==> src/rtl/esm_pkg.sv <==
// shared types and codes for the escaped stream spi master
// no dependencies; imported by every module of the block
package esm_pkg;

   // input opcodes
   localparam logic [1:0] OP_HOST     = 2'd0;
   localparam logic [1:0] OP_STATUS   = 2'd1;
   localparam logic [1:0] OP_READBACK = 2'd2;

   // host stream control bytes
   localparam logic [7:0] BYTE_QUAD     = 8'hFF;
   localparam logic [7:0] BYTE_SINGLE   = 8'hFE;
   localparam logic [7:0] BYTE_SELECT   = 8'hFD;
   localparam logic [7:0] BYTE_POLL     = 8'hFC;
   localparam logic [2:0] CLASS_CONTROL = 3'b111;
   localparam logic [2:0] CLASS_PREFIX  = 3'b110;

   // read-back bytes that need an escape even though printable, and the lowest printable byte
   localparam logic [7:0] BYTE_QUOTE     = 8'h22;
   localparam logic [7:0] BYTE_BACKSLASH = 8'h5C;
   localparam logic [7:0] BYTE_SPACE     = 8'h20;

   // result kinds
   localparam logic [2:0] KIND_BEAT   = 3'd0;
   localparam logic [2:0] KIND_SELECT = 3'd1;
   localparam logic [2:0] KIND_POLL   = 3'd2;
   localparam logic [2:0] KIND_DIROUT = 3'd3;
   localparam logic [2:0] KIND_REPORT = 3'd4;
   localparam logic [2:0] KIND_REJECT = 3'd5;

   localparam int ERROR_COUNT_BITS_DEFAULT = 16;
   localparam int ERROR_TOTAL_BITS         = 16;

   localparam int QUEUE_DEPTH     = 4;
   localparam int QUEUE_PTR_BITS  = $clog2(QUEUE_DEPTH);

   // work for the back end, one entry per item that has results
   typedef enum logic [2:0] {
      CMD_BYTE    = 3'd0,
      CMD_SELECT  = 3'd1,
      CMD_POLL    = 3'd2,
      CMD_DIROUT  = 3'd3,
      CMD_REPORT1 = 3'd4,
      CMD_REPORT2 = 3'd5,
      CMD_REJECT  = 3'd6
   } cmd_op_type;

   typedef struct packed {
      cmd_op_type                    op;
      logic [7:0]                    data_byte;
      logic                          quad;
      logic [ERROR_TOTAL_BITS-1:0]   error_total;
   } cmd_type;

endpackage

==> src/rtl/esm_front.sv <==
// front end: accepts input words, keeps escape / width / poll / error state,
// and classifies each word into a back-end command; depends on esm_pkg
module esm_front #(
   parameter int ERROR_COUNT_BITS = esm_pkg::ERROR_COUNT_BITS_DEFAULT
) (
   input  logic             clock,
   input  logic             reset,
   input  logic             req_tvalid,
   output logic             req_tready,
   input  logic [7:0]       req_tdata,
   input  logic [1:0]       req_tuser,
   input  logic             queue_full,
   output logic             push_valid,
   output esm_pkg::cmd_type push_cmd
);
   import esm_pkg::*;

   logic [1:0]                  esc_ff, esc_in;
   logic                        quad_ff, quad_in;
   logic                        await_ff, await_in;
   logic [ERROR_COUNT_BITS-1:0] err_ff, err_in;
   logic [31:0]                 err_wide;
   logic                        accept;
   logic                        has_result;
   logic                        printable;
   logic [7:0]                  data;

   assign req_tready = !queue_full;
   assign accept     = req_tvalid && req_tready;
   assign data       = req_tdata;
   assign printable  = (data >= BYTE_SPACE) && !data[7] && (data != BYTE_QUOTE)
                       && (data != BYTE_BACKSLASH);

   always_comb begin
      esc_in             = esc_ff;
      quad_in            = quad_ff;
      await_in           = await_ff;
      err_in             = err_ff;
      has_result         = 1'b1;
      push_cmd.op        = CMD_REJECT;
      push_cmd.data_byte = data;
      push_cmd.quad      = quad_ff;
      case (req_tuser)
         OP_HOST: begin
            if (await_ff) begin
               push_cmd.op = CMD_REJECT;
            end else if (!data[7]) begin
               push_cmd.op = CMD_BYTE;
            end else begin
               case (data[7:5])
                  CLASS_CONTROL: begin
                     has_result = 1'b0;
                     case (data)
                        BYTE_QUAD: begin
                           quad_in = 1'b1;
                        end
                        BYTE_SINGLE: begin
                           quad_in = 1'b0;
                           err_in  = '0;
                        end
                        BYTE_SELECT: begin
                           quad_in     = 1'b0;
                           has_result  = 1'b1;
                           push_cmd.op = CMD_SELECT;
                        end
                        BYTE_POLL: begin
                           quad_in     = 1'b0;
                           await_in    = 1'b1;
                           has_result  = 1'b1;
                           push_cmd.op = CMD_POLL;
                        end
                        default: begin
                           has_result = 1'b0;
                        end
                     endcase
                  end
                  CLASS_PREFIX: begin
                     esc_in     = data[1:0];
                     has_result = 1'b0;
                  end
                  default: begin
                     push_cmd.op        = CMD_BYTE;
                     push_cmd.data_byte = {esc_ff, data[5:0]};
                  end
               endcase
            end
         end
         OP_STATUS: begin
            if (!await_ff) begin
               push_cmd.op = CMD_REJECT;
            end else if (data[0]) begin
               push_cmd.op = CMD_POLL;
            end else begin
               await_in    = 1'b0;
               push_cmd.op = CMD_DIROUT;
               if (data[6] && (err_ff != {ERROR_COUNT_BITS{1'b1}})) begin
                  err_in = ERROR_COUNT_BITS'(err_ff + 1'b1);
               end
            end
         end
         OP_READBACK: begin
            push_cmd.op = printable ? CMD_REPORT1 : CMD_REPORT2;
         end
         default: begin
            push_cmd.op = CMD_REJECT;
         end
      endcase
      // results report the count as it stands after this word
      err_wide             = 32'(err_in);
      push_cmd.error_total = err_wide[ERROR_TOTAL_BITS-1:0];
   end

   assign push_valid = accept && has_result;

   always_ff @(posedge clock) begin
      if (reset) begin
         esc_ff   <= '0;
         quad_ff  <= 1'b0;
         await_ff <= 1'b0;
         err_ff   <= '0;
      end else if (accept) begin
         esc_ff   <= esc_in;
         quad_ff  <= quad_in;
         await_ff <= await_in;
         err_ff   <= err_in;
      end
   end

endmodule

==> src/rtl/esm_queue.sv <==
// short command queue between front and back end
// depends on esm_pkg for the command type and depth
module esm_queue (
   input  logic             clock,
   input  logic             reset,
   input  logic             push_valid,
   input  esm_pkg::cmd_type push_cmd,
   output logic             full,
   input  logic             pop,
   output logic             empty,
   output esm_pkg::cmd_type head_cmd
);
   import esm_pkg::*;

   cmd_type                   entries_ff [QUEUE_DEPTH];
   logic [QUEUE_PTR_BITS-1:0] wr_ptr_ff, wr_ptr_in;
   logic [QUEUE_PTR_BITS-1:0] rd_ptr_ff, rd_ptr_in;
   logic [QUEUE_PTR_BITS:0]   count_ff, count_in;
   logic                      do_push, do_pop;

   assign full     = (count_ff == (QUEUE_PTR_BITS + 1)'(QUEUE_DEPTH));
   assign empty    = (count_ff == '0);
   assign head_cmd = entries_ff[rd_ptr_ff];
   assign do_push  = push_valid && !full;
   assign do_pop   = pop && !empty;

   always_comb begin
      wr_ptr_in = wr_ptr_ff;
      rd_ptr_in = rd_ptr_ff;
      count_in  = count_ff;
      if (do_push) begin
         wr_ptr_in = (wr_ptr_ff == QUEUE_PTR_BITS'(QUEUE_DEPTH - 1)) ? '0
                     : QUEUE_PTR_BITS'(wr_ptr_ff + 1'b1);
      end
      if (do_pop) begin
         rd_ptr_in = (rd_ptr_ff == QUEUE_PTR_BITS'(QUEUE_DEPTH - 1)) ? '0
                     : QUEUE_PTR_BITS'(rd_ptr_ff + 1'b1);
      end
      if (do_push && !do_pop) begin
         count_in = (QUEUE_PTR_BITS + 1)'(count_ff + 1'b1);
      end else if (do_pop && !do_push) begin
         count_in = (QUEUE_PTR_BITS + 1)'(count_ff - 1'b1);
      end
   end

   always_ff @(posedge clock) begin
      if (do_push) begin
         entries_ff[wr_ptr_ff] <= push_cmd;
      end
   end

   always_ff @(posedge clock) begin
      if (reset) begin
         wr_ptr_ff <= '0;
         rd_ptr_ff <= '0;
         count_ff  <= '0;
      end else begin
         wr_ptr_ff <= wr_ptr_in;
         rd_ptr_ff <= rd_ptr_in;
         count_ff  <= count_in;
      end
   end

endmodule

==> src/rtl/esm_back.sv <==
// back end: expands each queued command into result words, one per cycle while
// rsp_tready allows, into a registered output stage; depends on esm_pkg
module esm_back (
   input  logic             clock,
   input  logic             reset,
   input  logic             queue_empty,
   input  esm_pkg::cmd_type head_cmd,
   output logic             pop,
   output logic             rsp_tvalid,
   input  logic             rsp_tready,
   output logic [31:0]      rsp_tdata,
   output logic [2:0]       rsp_tuser,
   output logic             rsp_tlast
);
   import esm_pkg::*;

   logic [2:0]                  idx_ff, idx_in;
   logic                        valid_ff, valid_in;
   logic [2:0]                  kind_ff, kind_in;
   logic [3:0]                  bits_ff, bits_in;
   logic                        quad_ff, quad_in;
   logic                        sel_ff, sel_in;
   logic [7:0]                  rep_ff, rep_in;
   logic [ERROR_TOTAL_BITS-1:0] err_ff;
   logic                        last_ff, last_in;
   logic [2:0]                  last_idx;
   logic [2:0]                  bit_pos;
   logic                        load;

   always_comb begin
      case (head_cmd.op)
         CMD_BYTE:    last_idx = head_cmd.quad ? 3'd1 : 3'd7;
         CMD_SELECT:  last_idx = 3'd1;
         CMD_REPORT2: last_idx = 3'd1;
         default:     last_idx = 3'd0;
      endcase
   end

   assign load    = !queue_empty && (!valid_ff || rsp_tready);
   assign last_in = (idx_ff == last_idx);
   assign pop     = load && last_in;
   assign bit_pos = 3'd7 - idx_ff;

   // result fields for beat idx_ff of the head command
   always_comb begin
      kind_in = KIND_REJECT;
      bits_in = '0;
      quad_in = 1'b0;
      sel_in  = 1'b0;
      rep_in  = '0;
      case (head_cmd.op)
         CMD_BYTE: begin
            kind_in = KIND_BEAT;
            quad_in = head_cmd.quad;
            if (head_cmd.quad) begin
               bits_in = idx_ff[0] ? head_cmd.data_byte[3:0] : head_cmd.data_byte[7:4];
            end else begin
               bits_in = {3'b000, head_cmd.data_byte[bit_pos]};
            end
         end
         CMD_SELECT: begin
            kind_in = KIND_SELECT;
            sel_in  = (idx_ff == 3'd0);
         end
         CMD_POLL: begin
            kind_in = KIND_POLL;
         end
         CMD_DIROUT: begin
            kind_in = KIND_DIROUT;
         end
         CMD_REPORT1: begin
            kind_in = KIND_REPORT;
            rep_in  = head_cmd.data_byte;
         end
         CMD_REPORT2: begin
            kind_in = KIND_REPORT;
            rep_in  = idx_ff[0] ? {2'b10, head_cmd.data_byte[5:0]}
                      : {6'b110000, head_cmd.data_byte[7:6]};
         end
         default: begin
            kind_in = KIND_REJECT;
         end
      endcase
   end

   always_comb begin
      idx_in   = idx_ff;
      valid_in = valid_ff;
      if (load) begin
         valid_in = 1'b1;
         idx_in   = last_in ? 3'd0 : 3'(idx_ff + 1'b1);
      end else if (rsp_tready) begin
         valid_in = 1'b0;
      end
   end

   always_ff @(posedge clock) begin
      if (reset) begin
         idx_ff   <= '0;
         valid_ff <= 1'b0;
      end else begin
         idx_ff   <= idx_in;
         valid_ff <= valid_in;
      end
   end

   always_ff @(posedge clock) begin
      if (load) begin
         kind_ff <= kind_in;
         bits_ff <= bits_in;
         quad_ff <= quad_in;
         sel_ff  <= sel_in;
         rep_ff  <= rep_in;
         err_ff  <= head_cmd.error_total;
         last_ff <= last_in;
      end
   end

   assign rsp_tvalid = valid_ff;
   assign rsp_tuser  = kind_ff;
   assign rsp_tlast  = last_ff;
   assign rsp_tdata  = {2'b00, err_ff, rep_ff, sel_ff, quad_ff, bits_ff};

endmodule

==> src/rtl/escaped_stream_spi_master.sv <==
// top level of the escaped stream spi master
// depends on esm_pkg, esm_front, esm_queue and esm_back
//
// spi master fed by an escaped host byte stream, with flash status poll replies
// and read-back data arriving on the same input channel (selected by req_tuser).
// each input word is classified by the front end and, if it causes any results,
// placed in a four-entry command queue; words that cause nothing (prefix bytes,
// width and error-clear controls, unused control bytes) are simply absorbed.
// the back end turns each command into result words at one word per cycle while
// rsp_tready allows, through a registered output stage; a word yields eight
// results for a single-width data byte, two for a quad byte, chip select pulse
// or escaped report byte, and one otherwise. the back end's one-result-per-cycle
// expansion sets the sustained rate; the front keeps taking one word per cycle
// while the queue has room, even while a result waits for rsp_tready. every
// result carries the error count as it stood after its input word (low 16 bits)
// and rsp_tlast marks the final result of each input word.
module escaped_stream_spi_master #(
   parameter int ERROR_COUNT_BITS = esm_pkg::ERROR_COUNT_BITS_DEFAULT
) (
   input  logic        clock,
   input  logic        reset,
   // input stream
   input  logic        req_tvalid,
   output logic        req_tready,
   input  logic [7:0]  req_tdata,   // [7:0] data_byte
   input  logic [1:0]  req_tuser,   // [1:0] opcode
   // result stream
   output logic        rsp_tvalid,
   input  logic        rsp_tready,
   output logic [31:0] rsp_tdata,   // [3:0] beat_bits, [4] quad_beat, [5] select_level,
                                    // [13:6] report_byte, [29:14] error_total, [31:30] zero
   output logic [2:0]  rsp_tuser,   // [2:0] kind
   output logic        rsp_tlast    // last result of the input word
);
   import esm_pkg::*;

   logic    push_valid;
   cmd_type push_cmd;
   logic    queue_full;
   logic    queue_empty;
   logic    pop;
   cmd_type head_cmd;

   // classify words and hold the mode / poll / error state
   esm_front #(
      .ERROR_COUNT_BITS (ERROR_COUNT_BITS)
   ) u_front (
      .clock      (clock),
      .reset      (reset),
      .req_tvalid (req_tvalid),
      .req_tready (req_tready),
      .req_tdata  (req_tdata),
      .req_tuser  (req_tuser),
      .queue_full (queue_full),
      .push_valid (push_valid),
      .push_cmd   (push_cmd)
   );

   // decouples classification from beat expansion
   esm_queue u_queue (
      .clock      (clock),
      .reset      (reset),
      .push_valid (push_valid),
      .push_cmd   (push_cmd),
      .full       (queue_full),
      .pop        (pop),
      .empty      (queue_empty),
      .head_cmd   (head_cmd)
   );

   // expand commands into beats, select pulses, poll events, dirout and reject results and report bytes
   esm_back u_back (
      .clock       (clock),
      .reset       (reset),
      .queue_empty (queue_empty),
      .head_cmd    (head_cmd),
      .pop         (pop),
      .rsp_tvalid  (rsp_tvalid),
      .rsp_tready  (rsp_tready),
      .rsp_tdata   (rsp_tdata),
      .rsp_tuser   (rsp_tuser),
      .rsp_tlast   (rsp_tlast)
   );

endmodule

==> config.mk <==
export PLATFORM = sky130hd
export DESIGN_NAME = escaped_stream_spi_master
export DESIGN_NICKNAME = d
export VERILOG_FILES = /design/src/rtl/esm_pkg.sv /design/src/rtl/esm_front.sv /design/src/rtl/esm_queue.sv /design/src/rtl/esm_back.sv /design/src/rtl/escaped_stream_spi_master.sv
export SDC_FILE = /design/constraint.sdc
export NUM_CORES = 1
export LEC_CHECK = 0
export BUFFER_PORTS_ARGS = -buffer_cell sky130_fd_sc_hd__buf_2
export CORE_MARGIN = 3
export CORE_UTILIZATION = 50
export DETAILED_ROUTE_END_ITERATION = 10
export PLACE_DENSITY = 0.69
export SLEW_MARGIN = 25
export SYNTH_ARGS = -nofsm -noshare
export SYNTH_HDL_FRONTEND = slang
export SYNTH_SLANG_ARGS = --single-unit
==> constraint.sdc <==
create_clock -name clock -period 5.3 [get_ports clock]
set_input_delay 1.06 -clock clock [delete_from_list [all_inputs] [get_ports clock]]
set_output_delay 1.06 -clock clock [all_outputs]
set_load 0.01 [all_outputs]
**Yosys cells after proc, flatten, opt, wreduce, memory -nomap -nowiden**

Memory sizes are Yosys's and may differ from the RTL's. A register that Yosys moved wholly into a read port is not among the register bits.
Index checks and enable logic that the tools add are counted.

- Reductions and logical operators: 36
- Muxes and demuxes: 53
- $lt $le $gt $ge: 2
- Shift-type cells: 0
- Eq/ne operators: 20
- Divide/modulo/power cells: 0
- Add/sub/neg operators: 7
- Multipliers: 0
- Bitwise gates (word level): 1

Operators with widths:

| kind | count |
|---|---|
| two-way mux 16 bit | 7 |
| equality test 8 bit (second input constant) | 4 |
| two-way mux 8 bit | 4 |
| one-hot mux 16 bit (2 select lines) | 1 |
| two-way mux 3 bit | 7 |
| two-way mux 1 bit | 18 |
| one-hot mux 3 bit (2 select lines) | 3 |
| adder 16 x 1 -> 16 bit (second input constant) | 1 |
| != test 16 bit (second input constant) | 1 |
| one-hot mux 8 bit (2 select lines) | 1 |
| equality test 3 bit (second input constant) | 5 |
| one-hot mux 3 bit (5 select lines) | 1 |
| logical AND 1 bit | 12 |
| zero test 3 bit | 3 |
| one-hot mux 3 bit (3 select lines) | 1 |
| greater-or-equal comparator 8 x 6 -> 1 bit (second input constant) | 1 |
| two-way mux 2 bit | 4 |
| != test 8 x 6 -> 1 bit (second input constant) | 1 |
| != test 8 x 7 -> 1 bit (second input constant) | 1 |
| nonzero test 2 bit | 4 |
| OR reduction 2 bit | 4 |
| two-way mux 7 bit | 1 |
| adder 3 x 1 -> 3 bit (second input constant) | 2 |
| equality test 2 bit (second input constant) | 3 |
| other kinds (19) | 29 |

- ROM bits: 0
- Word-level logic and storage cells: 137
- Flip-flop bits (word level): 65
- Output and inout port bits: 38
- Bits in latches: 0
- Bits of input ports: 14
- Memories kept: 1
- Memory bits (writable): 112

Memories:

| memory | depth | width | rd ports | clocked after Yosys merged registers in | write ports | RTL line | RTL |
|---|---|---|---|---|---|---|---|
| u_queue.entries_ff | 4 | 28 | 1 | 1 | 1 | esm_queue.sv:15 | `cmd_type entries_ff [QUEUE_DEPTH];` |

**Longest topological paths before layout**

Gate-level depths: netlist (run 1).

- Depth after elaboration: 13
- Mapped depth: 12
- Gate-level depth less buffers: 11

**By module**

From an unflattened synthesis (run 1), not the netlist that was laid out.

- Cells, all modules: 548
- Area, all modules: 7953.9 µm²

Modules (own cells, without submodules):

| module | instances | area each (µm²) | seq. area each (µm²) | cells an instance |
|---|---|---|---|---|
| esm_queue | 1 | 4541.9 | 3543.4 | 196 |
| esm_front | 1 | 1791.7 | 400.4 | 238 |
| esm_back | 1 | 1620.3 | 1101.1 | 114 |

**Least setup slack after synthesis (run 1)**

OpenSTA, ideal clock, no wires.

- Path kind: input to register
- Start: in rsp_tready
- End: reg u_queue.count_ff[2]
- Buffers on the path: 0
- Data arrival time: 4.640 ns
- Path slack: 0.590 ns
- Cell stages on the path: 10
- Cell sequence: inv_1 -> a21oi_1 -> nor4b_4 -> inv_1 -> ha_1 -> inv_1 -> fa_1 -> xor2_1 -> or3_1 -> a21oi_1

- Word-level cells in the longest chain between the ends: 7
- Elaborated cells between the ends (all ways): 9

Ends and longest elaborated chain:

| item | RTL line | RTL |
|---|---|---|
| start, declared | escaped_stream_spi_master.sv:29 | `input logic rsp_tready,` |
| logical OR 1 bit * | esm_back.sv:39 | `assign load = !queue_empty && (!valid_ff \|\| rsp_tready);` |
| logical AND 1 bit * | esm_back.sv:39 |  |
| net u_back.load | esm_back.sv:28 | `logic load;` |
| logical AND 1 bit * | esm_back.sv:41 | `assign pop = load && last_in;` |
| logical AND 1 bit * | esm_queue.sv:25 | `assign do_pop = pop && !empty;` |
| zero test 1 bit | esm_queue.sv:39 | `if (do_push && !do_pop) begin` |
| logical AND 1 bit | esm_queue.sv:39 |  |
| two-way mux 3 bit / nonzero test 2 bit (equally long branches) | -- |  |
| end signal, assigned | esm_queue.sv:60 | `count_ff <= count_in;` |
| end, declared | esm_queue.sv:18 | `logic [QUEUE_PTR_BITS:0] count_ff, count_in;` |

The timed path passes the listed nets; every way through them passes the cells marked *.
A chain may end at the register's enable or synchronous reset.

==> results of run 1 <==
-- layout make-up --
cell class / instances / area (um2) / share of cell area
sequential: 179 / 5050 / 0.585
multi-input combinational: 300 / 2440 / 0.282
clock buffer: 22 / 454 / 0.0526
timing repair buffer: 53 / 275 / 0.0319
tap: 184 / 230 / 0.0267
clock inverter: 10 / 135 / 0.0157
inverter: 13 / 48.8 / 0.00565
antenna: 1 / 2.50 / 0.000290
-- power groups by stage --
stage	registers, W	logic, W	clock network (W)
finish	0.00191	0.000904	0.00124
global route	0.00193	0.000991	0.00133
CTS	0.00191	0.000917	0.00127
detailed placement	0.00194	0.000911	0
global placement	0.00194	0.000894	0
floorplan	0.00197	0.000577	0
-- cells in the mapped netlist (all sizes together) (3+ instances only) --
library cell	count
edfxtp	146
nand2	38
dfxtp	33
mux4	30
nor2	29
clkbuf	19
o21ai	19
a21oi	18
nand3	18
mux2i	15
and2	11
inv	11
buf	10
nor3	10
ha	9
nand4	9
or4	8
nor2b	7
a31oi	6
nor4	6
o31ai	6
a41oi	5
and3	5
a311oi	4
nand2b	4
and4	3
mux2	3
or3	3
xor2	3
-- through the flow --
stage | power, W | cell area (um2) | utilization | setup WS [ns]
2_1_floorplan | 0.00255 | 7650 | - | 0.590
3_3_place_gp | 0.00283 | 8040 | 0.545 | 1.49
3_5_place_dp | 0.00285 | 8040 | 0.545 | 1.37
4_1_cts | 0.00410 | 8630 | 0.585 | 1.36
5_1_grt | 0.00425 | 8630 | 0.585 | 1.09
6_report | 0.00406 | 8630 | 0.585 | 1.43
-- worst max path at each step --
stage                     from                          endpoint  slack [ns]  depth (start not counted)
global route          register  u_queue.count_ff[2]$_SDFFE_PP0P_        1.09                         12
floorplan           rsp_tready  u_queue.count_ff[2]$_SDFFE_PP0P_        0.59                         10
detailed placement    register  u_queue.count_ff[2]$_SDFFE_PP0P_        1.37                         12
finish                register  u_queue.count_ff[2]$_SDFFE_PP0P_        1.43                         12
CTS                   register  u_queue.count_ff[2]$_SDFFE_PP0P_        1.36                         12
global placement      register  u_queue.count_ff[2]$_SDFFE_PP0P_        1.49                         12
-- tightest hold or removal path, stage by stage (launching register included) --
cell     delay [ns]
dfxtp_1        0.33
mux2i_1        0.07
nor2_1         0.07
-- layer usage --
layer,track usage,wire length (um),vias up
met3,0.0466,704,13
li1,-,-,2142
met2,0.301,7290,140
met5,0,0,-
met4,0.0623,165,0
met1,0.254,6640,2277
-- placed cells by master, fill, tap and decap left out, types with 8 or more instances in the layout --
cell | netlist | routed
nand4_1 | 9 | 9
nand2_1 | 38 | 38
a21oi_1 | 18 | 17
dfxtp_1 | 33 | 32
edfxtp_1 | 146 | 146
nor3_1 | 10 | 10
mux4_2 | 26 | 26
or4_1 | 8 | 8
nand3_1 | 18 | 18
clkbuf_16 | 0 | 17
mux2i_1 | 15 | 15
inv_1 | 11 | 11
o21ai_0 | 19 | 19
nor2_1 | 29 | 29
ha_1 | 9 | 9
buf_2 | 2 | 49
-- logic make-up after synthesis --
| logic type | Yosys count | synth area share |
|---|---|---|
| other cells | 1 | 0.000491 |
| xor+xnor | 3 | 0.00344 |
| compound gates | 79 | 0.0684 |
| fa+ha+maj | 10 | 0.0173 |
| flops | 179 | 0.660 |
| simple gates | 158 | 0.112 |
| mux | 48 | 0.115 |
| buf+inv | 42 | 0.0239 |
-- flip-flops by register name (all words and copies together) (netlist names), 2 cells and up, named ones only --
register	flops
u_back.rsp_tuser	3
u_queue.count_ff	3
u_front.err_ff	16
u_back.rep_ff	8
u_back.idx_ff	3
u_queue.entries_ff	112
u_front.esc_ff	2
u_queue.rd_ptr_ff	2
u_queue.wr_ptr_ff	2
u_back.bits_ff	4
u_back.err_ff	16
==> results by group, run 1 <==
Outcome
  – Status: finished clean

Pwr
  – Internal power: 0.00293 W
  – Switching power: about 0.0011 W
  – Seq pwr share: 0.470
  – Sw frac: 0.278
  – VDD IR-drop max: around 270 uV
  – Gate power share: 0.223
  – Clock power share: 0.307
  – Static Leakage: around 3.0 nW
  – Pwr per Cell Area: around 470 nW/um2

Routing
  – Final antenna-violating net count: 0
  – Via density: around 6
  – Initial DRT Pass Iterations: 7
  – Vias: 4572
  – Drt initial violations: 360
  – # DRC: 0
  – Post-Route WL: between 10000 and 15000 um
  – Drt wl/cell: between 15 and 20 um

Setup path
  – Crit-path cells: buf_4 > mux4_2 > nor4_4 > mux2i_1 > nor4b_4 > inv_1 > ha_1 > inv_1 > fa_1 > xor2_1 > or3_1 > a21oi_1
  – CP Buf/Inv Count: 3
  – Reg2reg end: u_queue.count_ff[2]$_SDFFE_PP0P_
  – Slowest Stage Delay on Critical Path: approximately 0.66 ns
  – Worst reg2reg setup slack: about 1.4 ns
  – Critical path class: reg -> reg
  – Cell mode on critical path: inv_1
  – Depth of the worst register-to-register path: 12
  – Critical Path AT: between 4 and 5 ns
  – Crit path max-delay cell type: dfxtp_2
  – Crit-path max FO: 15
  – Worst setup EP type: register
  – Crit-path leading delay family: multiplexers
  – Worst endpoint required time: 5.65 ns
  – Crit path launch type: register

CTS
  – Clock sinks: around 180
  – TritonCTS clock tree: built
  – Clk slew on worst S/H paths: ~0.060 ns
  – # hold bufs at CTS: 0
  – Setup Buffers After CTS: 0
  – PostCTS Resize Cnt: 0
  – Worst skew pair latency: between 0.4 and 0.5 ns
  – Root Buffer: clkbuf_16
  – CTS max path bufs: 2
  – CTS buffer count: 17
  – CTS HTree Levels: 4

Final layout
  – Area delta synth->final: 12.9%
  – Layout cells sized above 1: 0.211
  – Final layout net count: a little under 600
  – Final-layout fill cell count: 1160
  – Final std cells w/o fill: roughly 760

Global routing
  – Largest net degree at the start of global routing: approximately 40
  – Vias in the first global route: approximately 4.5k
  – GRT Total Usage: 0.188
  – Initial antenna violation count: 0
  – GR Overflow Total: 0
  – First-pass GRT wire length: 23800 um

Synthesis
  – Library cells used by synthesis: 58
  – Yosys top cell area share: 0.573
  – Syn_area_per_cell: about 15 um2
  – Post-synth top flop: edfxtp_1
  – EDFF count, synth: ~150
  – Mapped Area: 7640 um2
  – Dominant cells by area after synthesis: edfxtp_1 (57%), dfxtp_1 (8.6%), mux4_2 (7.7%)
  – Synthesis-stage register bit count: around 180
  – Yosys warns: 0
  – Mapped Cells: 520
  – Post-synth top area cell: edfxtp_1
  – Post-synth ARST share: 0
  – Register area share after synthesis: 0.660

Worst hold path
  – Worst hold path type: reg -> reg
  – Hold Crit Start: u_front.esc_ff[0]$_SDFFE_PP0P_
  – Min-Delay Endpoint: u_front.esc_ff[0]$_SDFFE_PP0P_
  – Hold Path Stages: 2

Place
  – Post-DP HPWL: ~9500 um
  – IO buf count: 49
  – Placed cells: approximately 730
  – Placer congestion estimate: 0.864

Timing
  – Tmin final: a little under 4 ns
  – Setup TNS: 0 ns
  – Fmax: around 0.26 GHz
  – Hold Fails Final Rpt: 0
  – Hold Slack: roughly 0.51 ns
  – Worst Skew: roughly 0.008 ns
  – Final Max Tran Viols: 0
  – Final setup violation count: 0
  – Worst Tran Pin Value: 0.877 ns
  – Slew headroom: 0.414
  – Final Cycle Share: 0.730
  – Unrepaired setup endpoints after global routing: false

Die
  – Row count: between 40 and 50
  – Initial Util: 0.518
  – Die area: between 15000 and 20000 um2
  – IO Count: 52
  – Core area: roughly 15000 um2
  – Horiz. Die Dim: between 100 and 150 um
  – Die Y-Extent: about 130 um

Job
  – Max Cap Viol: 0
No activity file was read; power rests on OpenSTA's default activity.
==> run 2, diff against run 1 <==
- ABC_AREA: unset -> 1
- clock period: 5.3 -> 3.8 ns (I/O delays scaled with it)
==> results by group, run 2 <==
Routing
  – Via density: 5.26 (was 6.00)
  – Final antenna-violating net count: 0 (unchanged)
  – Vias: 5699 (was 4572)
  – Drt initial violations: 611 (was 360)
  – Drt wl/cell: 15.3 um (was 19.4 um)
  – Post-Route WL: 16600 um (was 14800 um)
  – # DRC: 0 (unchanged)
  – Initial DRT Pass Iterations: 6 (was 7)

Synthesis
  – Main combinational cell family by area after synthesis: simple AND/OR/NAND/NOR gates (was multiplexers)
  – Count leader, synth: nand2_1 (was edfxtp_1)
  – EDFF count, synth: 146 (unchanged)
  – Multiplexer share of the synthesized area: 0 (was 0.115)
  – Yosys warns: 0 (unchanged)
  – Mapped Area: 8000 um2 (was 7640 um2)
  – Library cells used by synthesis: 43 (was 58)
  – Mapped Cells: 809 (was 520)
  – Dominant cells by area after synthesis: edfxtp_1 (55%), dfxtp_1 (8.3%), nand2_1 (7.9%) (was edfxtp_1 (57%), dfxtp_1 (8.6%), mux4_2 (7.7%))
  – Post-synth top area cell: edfxtp_1 (unchanged)
  – Post-synthesis xor/xnor area fraction: 0.00109 (was 0.00344)
  – Synthesis-stage register bit count: 179 (unchanged)
  – Synth Area in Adders: 0.0166 (was 0.0173)
  – Register area share after synthesis: 0.631 (was 0.660)
  – Syn_area_per_cell: 9.89 um2 (was 14.7 um2)
  – Compound-gate portion of the synthesized area: 0.0939 (was 0.0684)
  – Post-synth top flop: edfxtp_1 (unchanged)
  – Post-synthesis simple-gate area fraction: 0.193 (was 0.112)
  – Yosys top cell area share: 0.548 (was 0.573)
  – Top cells by instance count after synthesis: nand2_1 (169), edfxtp_1 (146), inv_1 (89) (was edfxtp_1 (146), nand2_1 (38), dfxtp_1 (33))
  – Post-synth ARST share: 0 (unchanged)

Place
  – IO buf count: 49 (unchanged)
  – Post-DP HPWL: 10900 um (was 9540 um)
  – Placer congestion estimate: 0.908 (was 0.864)
  – Place WS: 0.721 ns (was 1.37 ns)
  – Placed cells: 1052 (was 729)
  – Placed instance area: 8460 um2 (was 8040 um2)

Die
  – Horiz. Die Dim: 132 um (was 130 um)
  – Die area: 17600 um2 (was 16800 um2)
  – Die Y-Extent: 132 um (was 130 um)
  – Core area: 15400 um2 (was 14800 um2)
  – IO Count: 52 (unchanged)
  – Initial Util: 0.518 (about the same)
  – Row count: 45 (was 44)

CTS
  – TritonCTS clock tree: built (unchanged)
  – CTS max path bufs: 2 (unchanged)
  – # hold bufs at CTS: 0 (unchanged)
  – CTS HTree Levels: 4 (unchanged)
  – Clk slew on worst S/H paths: 0.06 ns (about the same)
  – Worst skew pair latency: 0.43 ns (was 0.42 ns)
  – Setup Buffers After CTS: 0 (unchanged)
  – Root Buffer: clkbuf_16 (unchanged)
  – Clock sinks: 179 (unchanged)
  – CTS buffer count: 17 (unchanged)
  – PostCTS Resize Cnt: 0 (unchanged)

Final layout
  – Top Registers: u_queue.entries_ff (112), u_back.err_ff (16), u_front.err_ff (16) (unchanged)
  – Final Cell Area: 9040 um2 (was 8630 um2)
  – Register area: 5050 um2 (unchanged)
  – Area delta synth->final: 13.0% (was 12.9%)
  – Final-layout fill cell count: 1330 (was 1160)
  – Diodes inserted: 0 (was 1)
  – Most common cell after layout, fill and taps aside: nand2_1 (was edfxtp_1)
  – Max reg flops: 112 (unchanged)
  – Multi-input logic area: 2470 um2 (was 2440 um2)
  – Layout cells sized above 1: 0.139 (was 0.211)
  – Final std cells w/o fill: 1084 (was 762)
  – Largest Register: u_queue.entries_ff (unchanged)
  – Final layout net count: 884 (was 588)
  – Commonest cells after routing, fill and taps aside: nand2_1 (169), edfxtp_1 (146), inv_1 (89), nor2_1 (75), o21ai_0 (66) (was edfxtp_1 (146), buf_2 (49), nand2_1 (38), dfxtp_1 (32), nor2_1 (29))

Global routing
  – GR Overflow Total: 0 (unchanged)
  – Vias in the first global route: 5227 (was 4455)
  – GR peak layer: met2 (unchanged)
  – Largest net degree at the start of global routing: 47 (was 41)
  – First-pass GRT wire length: 26900 um (was 23800 um)
  – Met1 Use GR: 0.280 (was 0.254)
  – GRT Total Usage: 0.194 (was 0.188)
  – Grt met2 use: 0.298 (was 0.301)
  – Met3 Use GR: 0.0335 (was 0.0466)
  – Initial antenna violation count: 0 (unchanged)

Job
  – Max Cap Viol: 0 (unchanged)

Timing
  – Slew headroom: 0.483 (was 0.414)
  – Final Cycle Share: 0.776 (was 0.730)
  – Worst Tran Pin Value: 0.768 ns (was 0.877 ns)
  – Fmax: 0.339 GHz (was 0.259 GHz)
  – Setup ws final: 0.853 ns (was 1.43 ns)
  – Final Max Tran Viols: 0 (unchanged)
  – Unrepaired setup endpoints after global routing: false (unchanged)
  – Worst Skew: 0.0143 ns (was 0.00802 ns)
  – Setup TNS: 0 ns (unchanged)
  – Tmin final: 2.95 ns (was 3.87 ns)
  – Hold Slack: 0.534 ns (was 0.509 ns)
  – Final setup violation count: 0 (unchanged)
  – Hold Fails Final Rpt: 0 (unchanged)

Setup path
  – Crit path max-delay cell type: dfxtp_2 (unchanged)
  – Worst setup EP type: register (unchanged)
  – Critical Path AT: 3.25 ns (was 4.22 ns)
  – Critical path class: reg -> reg (unchanged)
  – Slowest Stage Delay on Critical Path: 0.47 ns (was 0.66 ns)
  – Crit-path cells: buf_4 > nand2_1 > nand3_1 > nand2_1 > nand2_2 > nor2_1 > nand3_1 > nand2_2 > nand3_4 > ha_1 > inv_1 > fa_1 > a21oi_1 > o21ai_0 > o21ai_0 > a21oi_1 (was buf_4 > mux4_2 > nor4_4 > mux2i_1 > nor4b_4 > inv_1 > ha_1 > inv_1 > fa_1 > xor2_1 > or3_1 > a21oi_1)
  – Crit path launch type: register (unchanged)
  – Worst endpoint required time: 4.10 ns (was 5.65 ns)
  – Crit-path max FO: 46 (was 15)

Worst hold path
  – Worst hold path type: reg -> reg (unchanged)

Pwr
  – Static Leakage: 3.64 nW (was 3.04 nW)
  – Pwr per Cell Area: 678 nW/um2 (was 470 nW/um2)
  – VDD IR-drop max: 335 uV (was 270 uV)

Outcome
  – Status: finished clean (unchanged)
## run 2: cell type report
type / instances / area share
timing repair buffer: 61 / 0.0371
multi-input combinational: 507 / 0.273
tap: 211 / 0.0292
sequential: 179 / 0.558
clock buffer: 19 / 0.0490
clock inverter: 13 / 0.0148
inverter: 94 / 0.0390
## run 2: worst paths after layout
check / start / to / slack, ns / depth (start not counted)
worst max-delay path: register / u_queue.count_ff[2]$_SDFFE_PP0P_ / 0.85 / 16
worst min-delay path: u_queue.rd_ptr_ff[1]$_SDFFE_PP0P_ / u_queue.rd_ptr_ff[1]$_SDFFE_PP0P_ / 0.53 / 4
worst max register to register: register / u_queue.count_ff[2]$_SDFFE_PP0P_ / 0.85 / 16
worst min register to register: u_queue.rd_ptr_ff[1]$_SDFFE_PP0P_ / u_queue.rd_ptr_ff[1]$_SDFFE_PP0P_ / 0.53 / 4
## run 2: critical path, delay by kind of cell, from the launching register on
family                   cells  cell delay, ns
AO/OA/AOI/OAI                4            0.47
AND/OR/NAND/NOR              8            0.77
flip-flops                   1            0.47
adder cells (fa/ha/maj)      2            0.58
buffers and inverters        2            0.53
## run 2: power by group
part,internal (W),switching (W)
clock network,0.000984,0.000720
registers,0.00264,0.000141
logic,0.000521,0.00112
## run 2: per-layer routing
metal	share of wire	up-vias	wire length (um)
li1	-	2863	-
met1	0.48	2641	7880
met4	0.012	0	199
met3	0.059	21	978
met2	0.45	174	7510
met5	0	-	0
## run 2: cell families after synthesis
logic type | count (synthesis)
AOI/OAI and AO/OA | 137
xor gates and xnor gates | 1
adders and majority gates | 10
buffers and inverters | 124
DFF | 179
other | 1
and+or+nand+nor | 357
## run 2: stage by stage
stage                      util  power (W)
after floorplan               -    0.00395
after global placement    0.549    0.00444
after detailed placement  0.549    0.00448
after CTS                 0.586    0.00619
after global routing      0.586    0.00648
final                     0.586    0.00613
==> run 3, diff against run 2 <==
- clock period: 3.8 -> 3.05 ns (I/O delays scaled with it)
==> results by group, run 3 (synthesis results as in run 2) <==
CTS
  – Root Buffer: clkbuf_16 (unchanged)
  – CTS buffer count: 17 (unchanged)
  – PostCTS Resize Cnt: 0 (unchanged)
  – # hold bufs at CTS: 0 (unchanged)
  – Clock sinks: 179 (unchanged)
  – Clk slew on worst S/H paths: 0.06 ns (about the same)
  – CTS HTree Levels: 4 (unchanged)
  – TritonCTS clock tree: built (unchanged)
  – Setup Buffers After CTS: 0 (unchanged)
  – Worst skew pair latency: 0.43 ns (about the same)
  – CTS max path bufs: 2 (unchanged)

Global routing
  – Vias in the first global route: 5397 (was 5227)
  – Initial antenna violation count: 0 (unchanged)
  – First-pass GRT wire length: 27300 um (was 26900 um)
  – GRT Total Usage: 0.197 (was 0.194)
  – Largest net degree at the start of global routing: 41 (was 47)
  – GR Overflow Total: 0 (unchanged)

Final layout
  – Area delta synth->final: 13.5% (was 13.0%)
  – Final layout net count: 890 (was 884)
  – Most common cell after layout, fill and taps aside: nand2_1 (unchanged)
  – Max reg flops: 112 (unchanged)
  – Layout cells sized above 1: 0.143 (was 0.139)
  – Largest Register: u_queue.entries_ff (unchanged)
  – Diodes inserted: 0 (unchanged)
  – Top Registers: u_queue.entries_ff (112), u_back.err_ff (16), u_front.err_ff (16) (unchanged)
  – Final core utilization: 0.588 (was 0.586)
  – Commonest cells after routing, fill and taps aside: nand2_1 (169), edfxtp_1 (146), inv_1 (89), nor2_1 (75), o21ai_0 (66) (unchanged)
  – Final-layout fill cell count: 1347 (was 1330)

Die
  – Initial Util: 0.518 (unchanged)
  – Die area: 17600 um2 (unchanged)
  – IO Count: 52 (unchanged)
  – Horiz. Die Dim: 132 um (unchanged)
  – Row count: 45 (unchanged)
  – Die Y-Extent: 132 um (unchanged)
  – Core area: 15400 um2 (unchanged)

Timing
  – Worst Tran Pin Value: 0.725 ns (was 0.768 ns)
  – Hold Fails Final Rpt: 0 (unchanged)
  – Hold Slack: 0.409 ns (was 0.534 ns)
  – Setup ws final: 0.374 ns (was 0.853 ns)
  – Final Max Tran Viols: 0 (unchanged)
  – Unrepaired setup endpoints after global routing: false (unchanged)
  – Fmax: 0.374 GHz (was 0.339 GHz)
  – Tmin final: 2.68 ns (was 2.95 ns)
  – Final setup violation count: 0 (unchanged)
  – Setup TNS: 0 ns (unchanged)
  – Final Cycle Share: 0.877 (was 0.776)
  – Slew headroom: 0.512 (was 0.483)
  – Worst Skew: 0.0112 ns (was 0.0143 ns)

Routing
  – # DRC: 0 (unchanged)
  – Vias: 5739 (was 5699)
  – Drt wl/cell: 15.4 um (was 15.3 um)
  – Final antenna-violating net count: 0 (unchanged)
  – Post-Route WL: 16700 um (was 16600 um)
  – Initial DRT Pass Iterations: 5 (was 6)
  – Drt initial violations: 581 (was 611)
  – Via density: 5.27 (was 5.26)

Setup path
  – Cell mode on critical path: nand3_1
  – Critical Path AT: 2.99 ns (was 3.25 ns)
  – Crit-path max FO: 22 (was 46)
  – Worst endpoint required time: 3.36 ns (was 4.10 ns)
  – CP Buf/Inv Count: 2 (unchanged)
  – Slowest Stage Delay on Critical Path: 0.49 ns (was 0.47 ns)
  – Worst setup EP type: register (unchanged)
  – Crit path launch type: register (unchanged)
  – Crit-path leading delay family: simple AND/OR/NAND/NOR gates (unchanged)
  – Crit-path cells: inv_4 > nand2_1 > nand3_1 > nand2_1 > nand3_1 > nand3_1 > nand2_2 > nand3_4 > ha_1 > inv_1 > fa_1 > a21oi_1 > o21ai_0 > o21ai_0 > a21oi_1 (was buf_4 > nand2_1 > nand3_1 > nand2_1 > nand2_2 > nor2_1 > nand3_1 > nand2_2 > nand3_4 > ha_1 > inv_1 > fa_1 > a21oi_1 > o21ai_0 > o21ai_0 > a21oi_1)
  – Critical path class: reg -> reg (unchanged)
  – Crit path max-delay cell type: dfxtp_2 (unchanged)

Job
  – Max Cap Viol: 0 (unchanged)

Pwr
  – VDD IR-drop max: 397 uV (was 335 uV)
  – Static Leakage: 3.66 nW (was 3.64 nW)
  – Pwr Total: 0.00765 W (was 0.00613 W)
  – Pwr per Cell Area: 842 nW/um2 (was 678 nW/um2)

Place
  – Placer congestion estimate: 0.880 (was 0.908)
  – IO buf count: 49 (unchanged)
  – Post-DP HPWL: 11200 um (was 10900 um)
  – Place WS: 0.330 ns (was 0.721 ns)

Worst hold path
  – Hold Crit Start: req_tuser[0] (was u_queue.rd_ptr_ff[1]$_SDFFE_PP0P_)
  – Worst hold path type: in -> reg (was reg -> reg)

Outcome
  – Status: finished clean (unchanged)
## run 3: cell count changes in the layout (fill, tap and decap cells not counted)
cell / previous run / this run
buf_4: 12 / 18
clkbuf_1: 1 / 0
clkinv_4: 2 / 1
inv_4: 0 / 1
clkinvlp_4: 2 / 3
clkbuf_8: 1 / 0
inv_2: 5 / 4
clkinv_1: 1 / 3
## run 3: power by group
part / switching (W) / internal, W / leakage, nW / total, W
sequential: 0.000164 / 0.00329 / 1.64 / 0.00345
combinational: 0.00141 / 0.000675 / 1.74 / 0.00209
clock: 0.000909 / 0.00120 / 0.272 / 0.00210
total: 0.00249 / 0.00516 / 3.66 / 0.00765
## run 3: metrics by stage
stage	instance area [um2]	std cells
after floorplan	8010	810
after global placement	8510	1058
after detailed placement	8510	1058
after CTS	9070	1090
after global routing	9080	1090
final	9080	1090
## run 3: metal layers
metal / up-vias / wire [um] / track usage
li1: 2873 / - / -
met1: 2691 / 7990 / 0.280
met2: 163 / 7620 / 0.305
met3: 12 / 976 / 0.0532
met4: 0 / 149 / 0.0468
met5: - / 0 / 0
## run 3: path summary, 6_finish.rpt
kind / endpoint / slack [ns] / cells past startpoint
setup / recovery: u_queue.count_ff[2]$_SDFFE_PP0P_ / 0.37 / 15
hold / removal: u_front.await_ff$_SDFFE_PP0P_ / 0.41 / 2
setup reg to reg: u_queue.count_ff[2]$_SDFFE_PP0P_ / 0.37 / 15
hold reg to reg: u_queue.entries_ff[3][16]$_DFFE_PP_ / 0.54 / 0
## run 3: layout make-up
type	instances	area, um2	share of cell area
Sequential cell	179	5050	0.556
Tap cell	211	264	0.0291
Inverter	94	355	0.0391
Timing Repair Buffer	67	380	0.0419
Multi-Input combinational cell	507	2470	0.272
Clock buffer	17	425	0.0469
Clock inverter	15	140	0.0154
